## src/sv/linked_queue_with_free_list_macros.svh

```systemverilog
// assertion macros for the linked queue
`ifndef LINKED_QUEUE_WITH_FREE_LIST_MACROS_SVH
`define LINKED_QUEUE_WITH_FREE_LIST_MACROS_SVH

`ifndef SYNTHESIS

`define LQFL_ASSERT_NOW(lbl, clk, rst, ante, cons) \
  lbl: assert property (@(posedge clk) disable iff (rst) (ante) |-> (cons)) \
    else $error("linked queue check failed");

`define LQFL_ASSERT_NEXT(lbl, clk, rst, ante, cons) \
  lbl: assert property (@(posedge clk) disable iff (rst) (ante) |=> (cons)) \
    else $error("linked queue check failed");

`else

`define LQFL_ASSERT_NOW(lbl, clk, rst, ante, cons)
`define LQFL_ASSERT_NEXT(lbl, clk, rst, ante, cons)

`endif

`endif

```

## src/sv/lqfl_pkg.sv

```systemverilog
package lqfl_pkg;

  localparam int DATA_W   = 32;
  localparam int STATUS_W = 2;

  localparam logic KIND_ENQ = 1'b0;
  localparam logic KIND_DEQ = 1'b1;

  localparam logic [STATUS_W-1:0] STATUS_DONE  = 2'd0;
  localparam logic [STATUS_W-1:0] STATUS_FULL  = 2'd1;
  localparam logic [STATUS_W-1:0] STATUS_EMPTY = 2'd2;

  typedef struct packed {
    logic                     kind;
    logic signed [DATA_W-1:0] value;
  } req_t;

  typedef struct packed {
    logic signed [DATA_W-1:0] data_out;
    logic [STATUS_W-1:0]      status;
    logic                     is_empty;
    logic                     is_full;
  } rsp_t;

endpackage

```

## src/sv/lqfl_ram.sv

```systemverilog
module lqfl_ram #(
  parameter int WIDTH = 32,
  parameter int DEPTH = 16
) (
  input  logic                     clk,
  input  logic                     we,
  input  logic [$clog2(DEPTH)-1:0] waddr,
  input  logic [WIDTH-1:0]         wdata,
  input  logic                     re,
  input  logic [$clog2(DEPTH)-1:0] raddr,
  output logic [WIDTH-1:0]         rdata
);

  logic [WIDTH-1:0] mem [DEPTH];

  always_ff @(posedge clk) begin
    if (we) begin
      mem[waddr] <= wdata;
    end
    if (re) begin
      rdata <= mem[raddr];
    end
  end

endmodule

```

## src/sv/linked_queue_with_free_list.sv

```systemverilog
// channel | signals                      | direction | payload
// req     | req_valid, req_ready, req    | in        | req_t: kind, value
// rsp     | rsp_valid, rsp_ready, rsp    | out       | rsp_t: data_out, status, flags
//
// every word is handled in order: first the next pointer memory is read, then the
// relinked pointer is written back and the result register is loaded.
// a new word is taken only while idle and once the result register is empty or
// being drained; the block cannot take a new word before the last one is through.
// reset clears the list pointers and a fill mark; slots at or above the mark
// read as linked to their successor, so no clearing pass is needed after reset.
// a stalled rsp holds the result and blocks req until it is taken.
`include "linked_queue_with_free_list_macros.svh"

module linked_queue_with_free_list
  import lqfl_pkg::*;
#(
  parameter int DEPTH = 16
) (
  input  logic clk,
  input  logic rst,
  input  logic req_valid,
  output logic req_ready,
  input  req_t req,
  output logic rsp_valid,
  input  logic rsp_ready,
  output rsp_t rsp
);

  localparam int AW = $clog2(DEPTH);
  localparam int PW = $clog2(DEPTH + 1);
  localparam logic [PW-1:0] NIL = PW'(DEPTH);

  localparam logic ST_IDLE = 1'b0;
  localparam logic ST_DONE = 1'b1;

  logic          st;
  logic          op_kind;
  logic          op_rej;
  logic [PW-1:0] cur;
  logic [PW-1:0] head;
  logic [PW-1:0] tail;
  logic [PW-1:0] free_head;
  logic [PW-1:0] wmark;

  logic          accept;
  logic          head_nil;
  logic          tail_nil;
  logic          fh_nil;
  logic          enq_ok;
  logic          deq_ok;
  logic          link_tail;
  logic          finish;

  logic              dat_we;
  logic              dat_re;
  logic [DATA_W-1:0] dat_rdata;
  logic              nx_we;
  logic [AW-1:0]     nx_waddr;
  logic [PW-1:0]     nx_wdata;
  logic              nx_re;
  logic [AW-1:0]     nx_raddr;
  logic [PW-1:0]     nx_rdata;

  logic [PW-1:0] succ;
  logic [PW-1:0] succ_n;
  logic          succ_nil;
  rsp_t          rsp_next;

  assign head_nil = (head >= NIL);
  assign tail_nil = (tail >= NIL);
  assign fh_nil   = (free_head >= NIL);

  assign req_ready = (st == ST_IDLE) && (!rsp_valid || rsp_ready);
  assign accept    = req_valid && req_ready;
  assign enq_ok    = accept && (req.kind == KIND_ENQ) && !fh_nil;
  assign deq_ok    = accept && (req.kind == KIND_DEQ) && !head_nil;
  assign link_tail = enq_ok && !head_nil && !tail_nil;
  assign finish    = (st == ST_DONE) && !op_rej;

  assign dat_we = enq_ok;
  assign dat_re = deq_ok;

  assign nx_re    = enq_ok || deq_ok;
  assign nx_raddr = enq_ok ? free_head[AW-1:0] : head[AW-1:0];
  assign nx_we    = link_tail || finish;
  assign nx_waddr = finish ? cur[AW-1:0] : tail[AW-1:0];
  assign nx_wdata = (finish && (op_kind == KIND_ENQ)) ? NIL : free_head;

  lqfl_ram #(
    .WIDTH (DATA_W),
    .DEPTH (DEPTH)
  ) u_data_ram (
    .clk   (clk),
    .we    (dat_we),
    .waddr (free_head[AW-1:0]),
    .wdata (DATA_W'(req.value)),
    .re    (dat_re),
    .raddr (head[AW-1:0]),
    .rdata (dat_rdata)
  );

  lqfl_ram #(
    .WIDTH (PW),
    .DEPTH (DEPTH)
  ) u_next_ram (
    .clk   (clk),
    .we    (nx_we),
    .waddr (nx_waddr),
    .wdata (nx_wdata),
    .re    (nx_re),
    .raddr (nx_raddr),
    .rdata (nx_rdata)
  );

  // slots at or above the fill mark still hold their reset link
  assign succ     = (cur >= wmark) ? cur + PW'(1) : nx_rdata;
  assign succ_nil = (succ >= NIL);
  assign succ_n   = succ_nil ? NIL : succ;

  always_comb begin
    rsp_next          = '0;
    rsp_next.status   = STATUS_DONE;
    rsp_next.is_empty = head_nil;
    rsp_next.is_full  = fh_nil;
    if (op_rej) begin
      rsp_next.status = (op_kind == KIND_ENQ) ? STATUS_FULL : STATUS_EMPTY;
    end else if (op_kind == KIND_ENQ) begin
      rsp_next.is_empty = 1'b0;
      rsp_next.is_full  = succ_nil;
    end else begin
      rsp_next.data_out = $signed(dat_rdata);
      rsp_next.is_empty = succ_nil;
      rsp_next.is_full  = 1'b0;
    end
  end

  always_ff @(posedge clk) begin
    if (rst) begin
      st        <= ST_IDLE;
      head      <= NIL;
      tail      <= NIL;
      free_head <= '0;
      wmark     <= '0;
      rsp_valid <= 1'b0;
    end else begin
      if (st == ST_DONE) begin
        rsp_valid <= 1'b1;
      end else if (rsp_ready) begin
        rsp_valid <= 1'b0;
      end
      case (st)
        ST_IDLE: begin
          if (accept) begin
            st <= ST_DONE;
          end
        end
        ST_DONE: begin
          st <= ST_IDLE;
          if (finish) begin
            if (op_kind == KIND_ENQ) begin
              free_head <= succ_n;
              tail      <= cur;
              if (head_nil || tail_nil) begin
                head <= cur;
              end
              if (cur == wmark) begin
                wmark <= wmark + PW'(1);
              end
            end else begin
              head      <= succ_n;
              free_head <= cur;
              if (succ_nil) begin
                tail <= NIL;
              end
            end
          end
        end
        default: begin
          st <= ST_IDLE;
        end
      endcase
    end
  end

  always_ff @(posedge clk) begin
    if (accept) begin
      op_kind <= req.kind;
      op_rej  <= !(enq_ok || deq_ok);
      cur     <= enq_ok ? free_head : head;
    end
    if (st == ST_DONE) begin
      rsp <= rsp_next;
    end
  end

  `LQFL_ASSERT_NOW(a_ends_agree, clk, rst, 1'b1, head_nil == tail_nil)
  `LQFL_ASSERT_NOW(a_lists_apart, clk, rst, !head_nil, head != free_head)
  `LQFL_ASSERT_NEXT(a_word_lands, clk, rst, st == ST_DONE, rsp_valid && (st == ST_IDLE))
  `LQFL_ASSERT_NOW(a_mark_bound, clk, rst, 1'b1, (wmark <= NIL) && (free_head <= NIL))

endmodule
```

## config.mk

```make
export PLATFORM = sky130hd
export DESIGN_NAME = linked_queue_with_free_list
export DESIGN_NICKNAME = d
export VERILOG_FILES = /design/src/sv/lqfl_pkg.sv /design/src/sv/lqfl_ram.sv /design/src/sv/linked_queue_with_free_list.sv
export VERILOG_INCLUDE_DIRS = /design/src /design/src/sv
export SDC_FILE = /design/constraint.sdc
export NUM_CORES = 1
export LEC_CHECK = 0
export BUFFER_PORTS_ARGS = -buffer_cell sky130_fd_sc_hd__buf_2
export CORE_ASPECT_RATIO = 2
export CORE_MARGIN = 2
export CORE_UTILIZATION = 50
export CTS_CLUSTER_DIAMETER = 100
export DETAILED_ROUTE_END_ITERATION = 7
export GPL_TIMING_DRIVEN = 0
export PLACE_DENSITY_LB_ADDON = 0.2
export REMOVE_ABC_BUFFERS = 1
export SLEW_MARGIN = 20
export SYNTH_ARGS = -nofsm -noshare
export SYNTH_HDL_FRONTEND = slang
export SYNTH_SLANG_ARGS = --single-unit
```

## constraint.sdc

```tcl
create_clock -name clk -period 5.8 [get_ports clk]
set_input_delay 1.16 -clock clk [delete_from_list [all_inputs] [get_ports clk]]
set_output_delay 1.16 -clock clk [all_outputs]
set_load 0.01 [all_outputs]
```

Word-level counts from Yosys, hierarchy flattened
Memories as Yosys holds them, arrays and structs flattened. A register that Yosys moved wholly into a read port is not among the register bits.
Cells that the tools add are included.
{"block": "totals", "regBits": 65, "ramBits": 592, "inputBits": 37, "output_inout_bits": 38, "elab_cells": 76, "mem_count": 2}
{"block": "classes", "n_addsub": 2, "order_cmp": 5, "n_eq_ne": 2, "mux": 22, "bitwise_logic": 3, "reduce_logical": 27}
{"memory": "u_data_ram.mem", "depth": 16, "word_bits": 32, "read_ports": 1, "rd_ports_with_merged_regs": 1, "write_ports": 1, "line": "lqfl_ram.sv:14", "rtl": "logic [WIDTH-1:0] mem [DEPTH];"}
{"memory": "u_next_ram.mem", "depth": 16, "word_bits": 5, "read_ports": 1, "rd_ports_with_merged_regs": 1, "write_ports": 1, "line": "lqfl_ram.sv:14"}
{"op": "two-way mux 5 bit", "count": 9}
{"op": "greater-or-equal comparator 5 bit, second input constant", "count": 4}
{"op": "adder 5 x 1 -> 5 bit, second input constant", "count": 2}
{"op": "logical AND 1 bit", "count": 10}
{"op": "two-way mux 4 bit", "count": 2}
{"op": "two-way mux 1 bit", "count": 7}
{"op": "zero test 1 bit", "count": 6}
{"op": "two-way mux 2 bit", "count": 3}
{"op": "AND reduction 3 bit", "count": 2}
{"op": "== test 5 bit", "count": 1}
{"op": "greater-or-equal comparator 5 bit", "count": 1}
{"op": "logical OR 1 bit", "count": 4}
{"op": "AND reduction 4 bit", "count": 1}
{"op": "nonzero test 2 bit", "count": 2}
{"op": "inverter 1 bit", "count": 3}
{"op": "inequality test 2 x 1 -> 1 bit, second input constant", "count": 1}
{"op": "case mux 1 bit (2 select lines)", "count": 1}
{"op": "AND reduction 2 bit", "count": 1}
{"op": "OR reduction 2 bit", "count": 1}

Longest topological paths before layout
{"block": "depth", "depth_word": 11, "depth_mapped": 10, "depth_no_buf": 8}

By module
From an unflattened synthesis, not the netlist that was laid out.
{"block": "hier_totals", "cells_unflattened": 1277, "hier_area_um2": 26472.9}
{"mod": "lqfl_ram (u_data_ram)", "n_inst": 1, "cells_per_inst": 838, "area_each_um2": 20155.6, "seq_area_each_um2": 16335.7}
{"mod": "lqfl_ram (u_next_ram)", "n_inst": 1, "cells_per_inst": 155, "area_each_um2": 3263.1, "seq_area_each_um2": 2552.4}
{"mod": "linked_queue_with_free_list", "n_inst": 1, "cells_per_inst": 284, "area_each_um2": 3054.2, "seq_area_each_um2": 1731.7}

Worst setup path after synthesis
Ideal clock, no wire load.
{"block": "synth_path", "path_kind": "input -> register", "from": "input port req[32] (netlist name)", "to": "memory u_data_ram.mem[1][0] (enable)", "t_arrival_ps": 5252, "t_required_ps": 5298, "setup_slack_ps": 46, "cell_stages": 5, "path_buffers": 1, "path_cell_list": "or3b_4 > nor3_2 > buf_2 > nand2_1 > nor4_1"}
{"block": "synth_via", "elab_chain_len": 5}
{"element": "start, declared", "line": "linked_queue_with_free_list.sv:23", "rtl": "input req_t req,"}
{"element": "inverter 1 bit", "line": "linked_queue_with_free_list.sv:75", "rtl": "assign enq_ok = accept && (req.kind == KIND_ENQ) && !fh_nil;"}
{"element": "logical AND 1 bit (2 in series)", "line": "linked_queue_with_free_list.sv:75"}
{"element": "two-way mux 1 bit", "line": "lqfl_ram.sv:17", "rtl": "if (we) begin"}
{"element": "two-way mux 1 bit (not written as such)", "line": "lqfl_ram.sv:18", "rtl": "mem[waddr] <= wdata;"}
{"element": "end, declared", "line": "lqfl_ram.sv:14"}
Every way passes these cells.

Final worst setup path
{"block": "layout_path", "from": "input port req[32] (netlist name)", "to": "memory u_data_ram.mem[1][5] (enable)"}
The elaborated chain is that of the path after synthesis.

==> metrics.yaml <==
cts:
  cts_resized: 0
  holdBufCountCts: 0
  clockBufferDepth: 3
  cts_buffers: 56
  cts_tree: "done"
  clockRootBuffer: "clkbuf_16"
  cts-htree-levels: 2
  insertion_delay_ns: 0.61
  post_cts.repair.setup_buffers: 0
  clkSinkCount: 694
  path_clk_slew_ns: 0.07
sta:
  finalSetupViolations: 0
  skew_ns: 0.0153
  fin_crit_sh_pct: 72.3
  final_max_slew_viol_count: 0
  timing.hold.ws_ns: 0.520
  rsz0062_at_grt: "no"
  period_needed_ns: 4.19
  clock.fmax_ghz: 0.239
  hold_viol: 0
  worst_slew_pin_slew_ns: 1.03
  max_slew_margin_pct: 30.9
  setup_slack_ns: 1.61
global_route:
  grt-ovfl-total: 0
  grt_usage_pct: 22.2
  grt_max_degree: 49
  grt_pass1_vias: 13693
  grt_pass1_wl_um: 89700
  antenna_found_initial: 5
yosys:
  yosysTopAreaCell: "edfxtp_1"
  synth_common_cells: "672 x edfxtp_1, 160 x mux4_2, 52 x nand2_1, 48 x nor2_1, 39 x clkbuf_1"
  yosysMostFrequentCell: "edfxtp_1"
  synth_edf_count: 672
  synth-main-ff-cell: "edfxtp_1"
  synth-seq-cells: 694
  synth_area_leaders: "edfxtp_1 75%, mux4_2 13%, dfxtp_1 1.6%"
  synth_cell_type_count: 62
  syn_avg_cell_area_um2: 20.7
  synthCells: 1297
  synth_area_um2: 26800
  async_flop_share_pct: 0
  yosysWarnings: 0
  yosysSeqAreaShare_pct: 76.9
  synth_top_area_share_pct: 75.3
finish:
  antenna_cells: 0
  fin_nets: 1479
  drive_gt1_share_pct: 29.8
  area_delta_synth_final_pct: 15.2
  design_area_um2: 30900
  stdcell_count: 2153
floorplan:
  start_util_pct: 50.3
  num_rows: 120
  core_area_um2: 53300
  die_h_um: 331
  die_w_um: 168
  io_pins: 75
  dieArea_um2: 55600
worst_setup_path:
  cp_data_arrival_time_ns: 4.50
  cp.buffers_inverters: 6
  critical_path_required_ns: 6.11
  crit_chain: "buf_2, or3b_4, nor3_2, nand2_1, nor4_2, buf_4, buf_2, buf_4, buf_2, buf_4"
  slowest_delay_ns: 0.79
  cp-end-kind: "flip-flop"
  cp_max_fo: 17
  crit_family: "simple AND/OR/NAND/NOR gates"
  slowest_stage: "nor3_2"
  critPathLaunchType: "primary input"
  worst-setup-path-type: "primary input to flip-flop"
route:
  drtIter0Drc: 1151
  via_count: 13226
  ant_nets: 0
  routedWlPerCell_um: 28.1
  drc: 0
  first_pass_iters: 6
  post_drt_via_cell_ratio: 6.14
  routed_wl_um: 60600
pwr:
  leakage_nw: 9.69
  power_density_nw_per_um2: 320
  fin_total_pwr_mw: 9.88
  ir_worst_vdd_v: 0.000201
placement:
  portBuffers: 74
  place_area_um2: 28900
  gp_congestion: 0.854
  hpwl_um: 38900
  dp_slack_ns: 1.04
  post-place-cells: 2048
outcome:
  status: "complete, no violations"
min_path:
  hold_path.class: "flip-flop to flip-flop"
flow_run:
  cap_violations: 0
==> per-layer routing <==
| layer | vias up | routed length (um) | GRT usage [%] |
|---|---|---|---|
| met3 | 112 | 3010 | 2.83 |
| met4 | 6 | 2400 | 8.71 |
| met5 | - | 39 | 0 |
| met1 | 7002 | 22400 | 27.6 |
| met2 | 466 | 32700 | 39.7 |
| li1 | 5640 | - | - |
==> registers in the layout (all words and copies together), names as in the netlist <==
signal and flops:
op_rej 1, st 1, op_kind 1, rsp 36, cur 5, head 5
free_head 5, rsp_valid 1, u_data_ram.rdata 32, u_data_ram.mem 512, u_next_ram.mem 80, wmark 5
tail 5, u_next_ram.rdata 5
==> cell families (layout without fill, tap and decap cells) <==
| logic type | after synthesis | in the layout | synth area share (%) |
|---|---|---|---|
| AOI/OAI and AO/OA | 110 | 110 | 3.03 |
| xor gates and xnor gates | 8 | 8 | 0.261 |
| adders and majority gates | 7 | 7 | 0.327 |
| buffers and inverters | 87 | 272 | 1.42 |
| DFF | 694 | 694 | 76.9 |
| muxes | 167 | 167 | 13.7 |
| and+or+nand+nor | 224 | 224 | 4.29 |
==> final timing paths <==
kind | slack (ns) | cells past startpoint | from | to
max | 1.61 | 10 | req[32] | u_data_ram.mem[1][5]
min | 0.52 | 1 | u_data_ram.rdata[31] | rsp[35]
max reg2reg | 1.87 | 9 | free_head[4] | u_data_ram.mem[1][5]
min reg2reg | 0.52 | 1 | u_data_ram.rdata[31] | rsp[35]
==> area by class of cell <==
type                       instances  area (um^2)
sequential                       694        20600
clock buffer                      64         1450
timing repair buffer             147         1460
tap                              671          840
fill                            3815        22400
multi-input combinational        516         5920
inverter                          20         75.1
clock inverter                    41          490
==> through the flow <==
step | setup TNS [ns] | util, %
after floorplan | -37.92 | -
after global placement | -1065.80 | 52.0
after detailed placement | 0 | 54.3
after CTS | 0 | 57.9
after global routing | 0 | 57.9
final | 0 | 57.9
==> layout by cell type (no fill, tap or decap), types with 16 or more instances in the layout <==
cell	synthesis	routed
o21ai_0	16	16
buf_4	0	34
mux4_2	160	160
buf_2	17	78
inv_1	18	18
and2_1	33	33
clkbuf_16	0	57
nand3_1	30	30
buf_16	0	22
nor2_1	48	38
dfxtp_1	22	17
edfxtp_1	672	672
nand2_1	52	52
==> report_power, final <==
| part | total, mW | internal [mW] | switching, mW |
|---|---|---|---|
| Clock | 4.03 | 2.29 | 1.73 |
| Sequential | 5.56 | 5.52 | 0.0343 |
| Combinational | 0.295 | 0.118 | 0.177 |
Note: power is estimated with default switching activity, not from simulation.
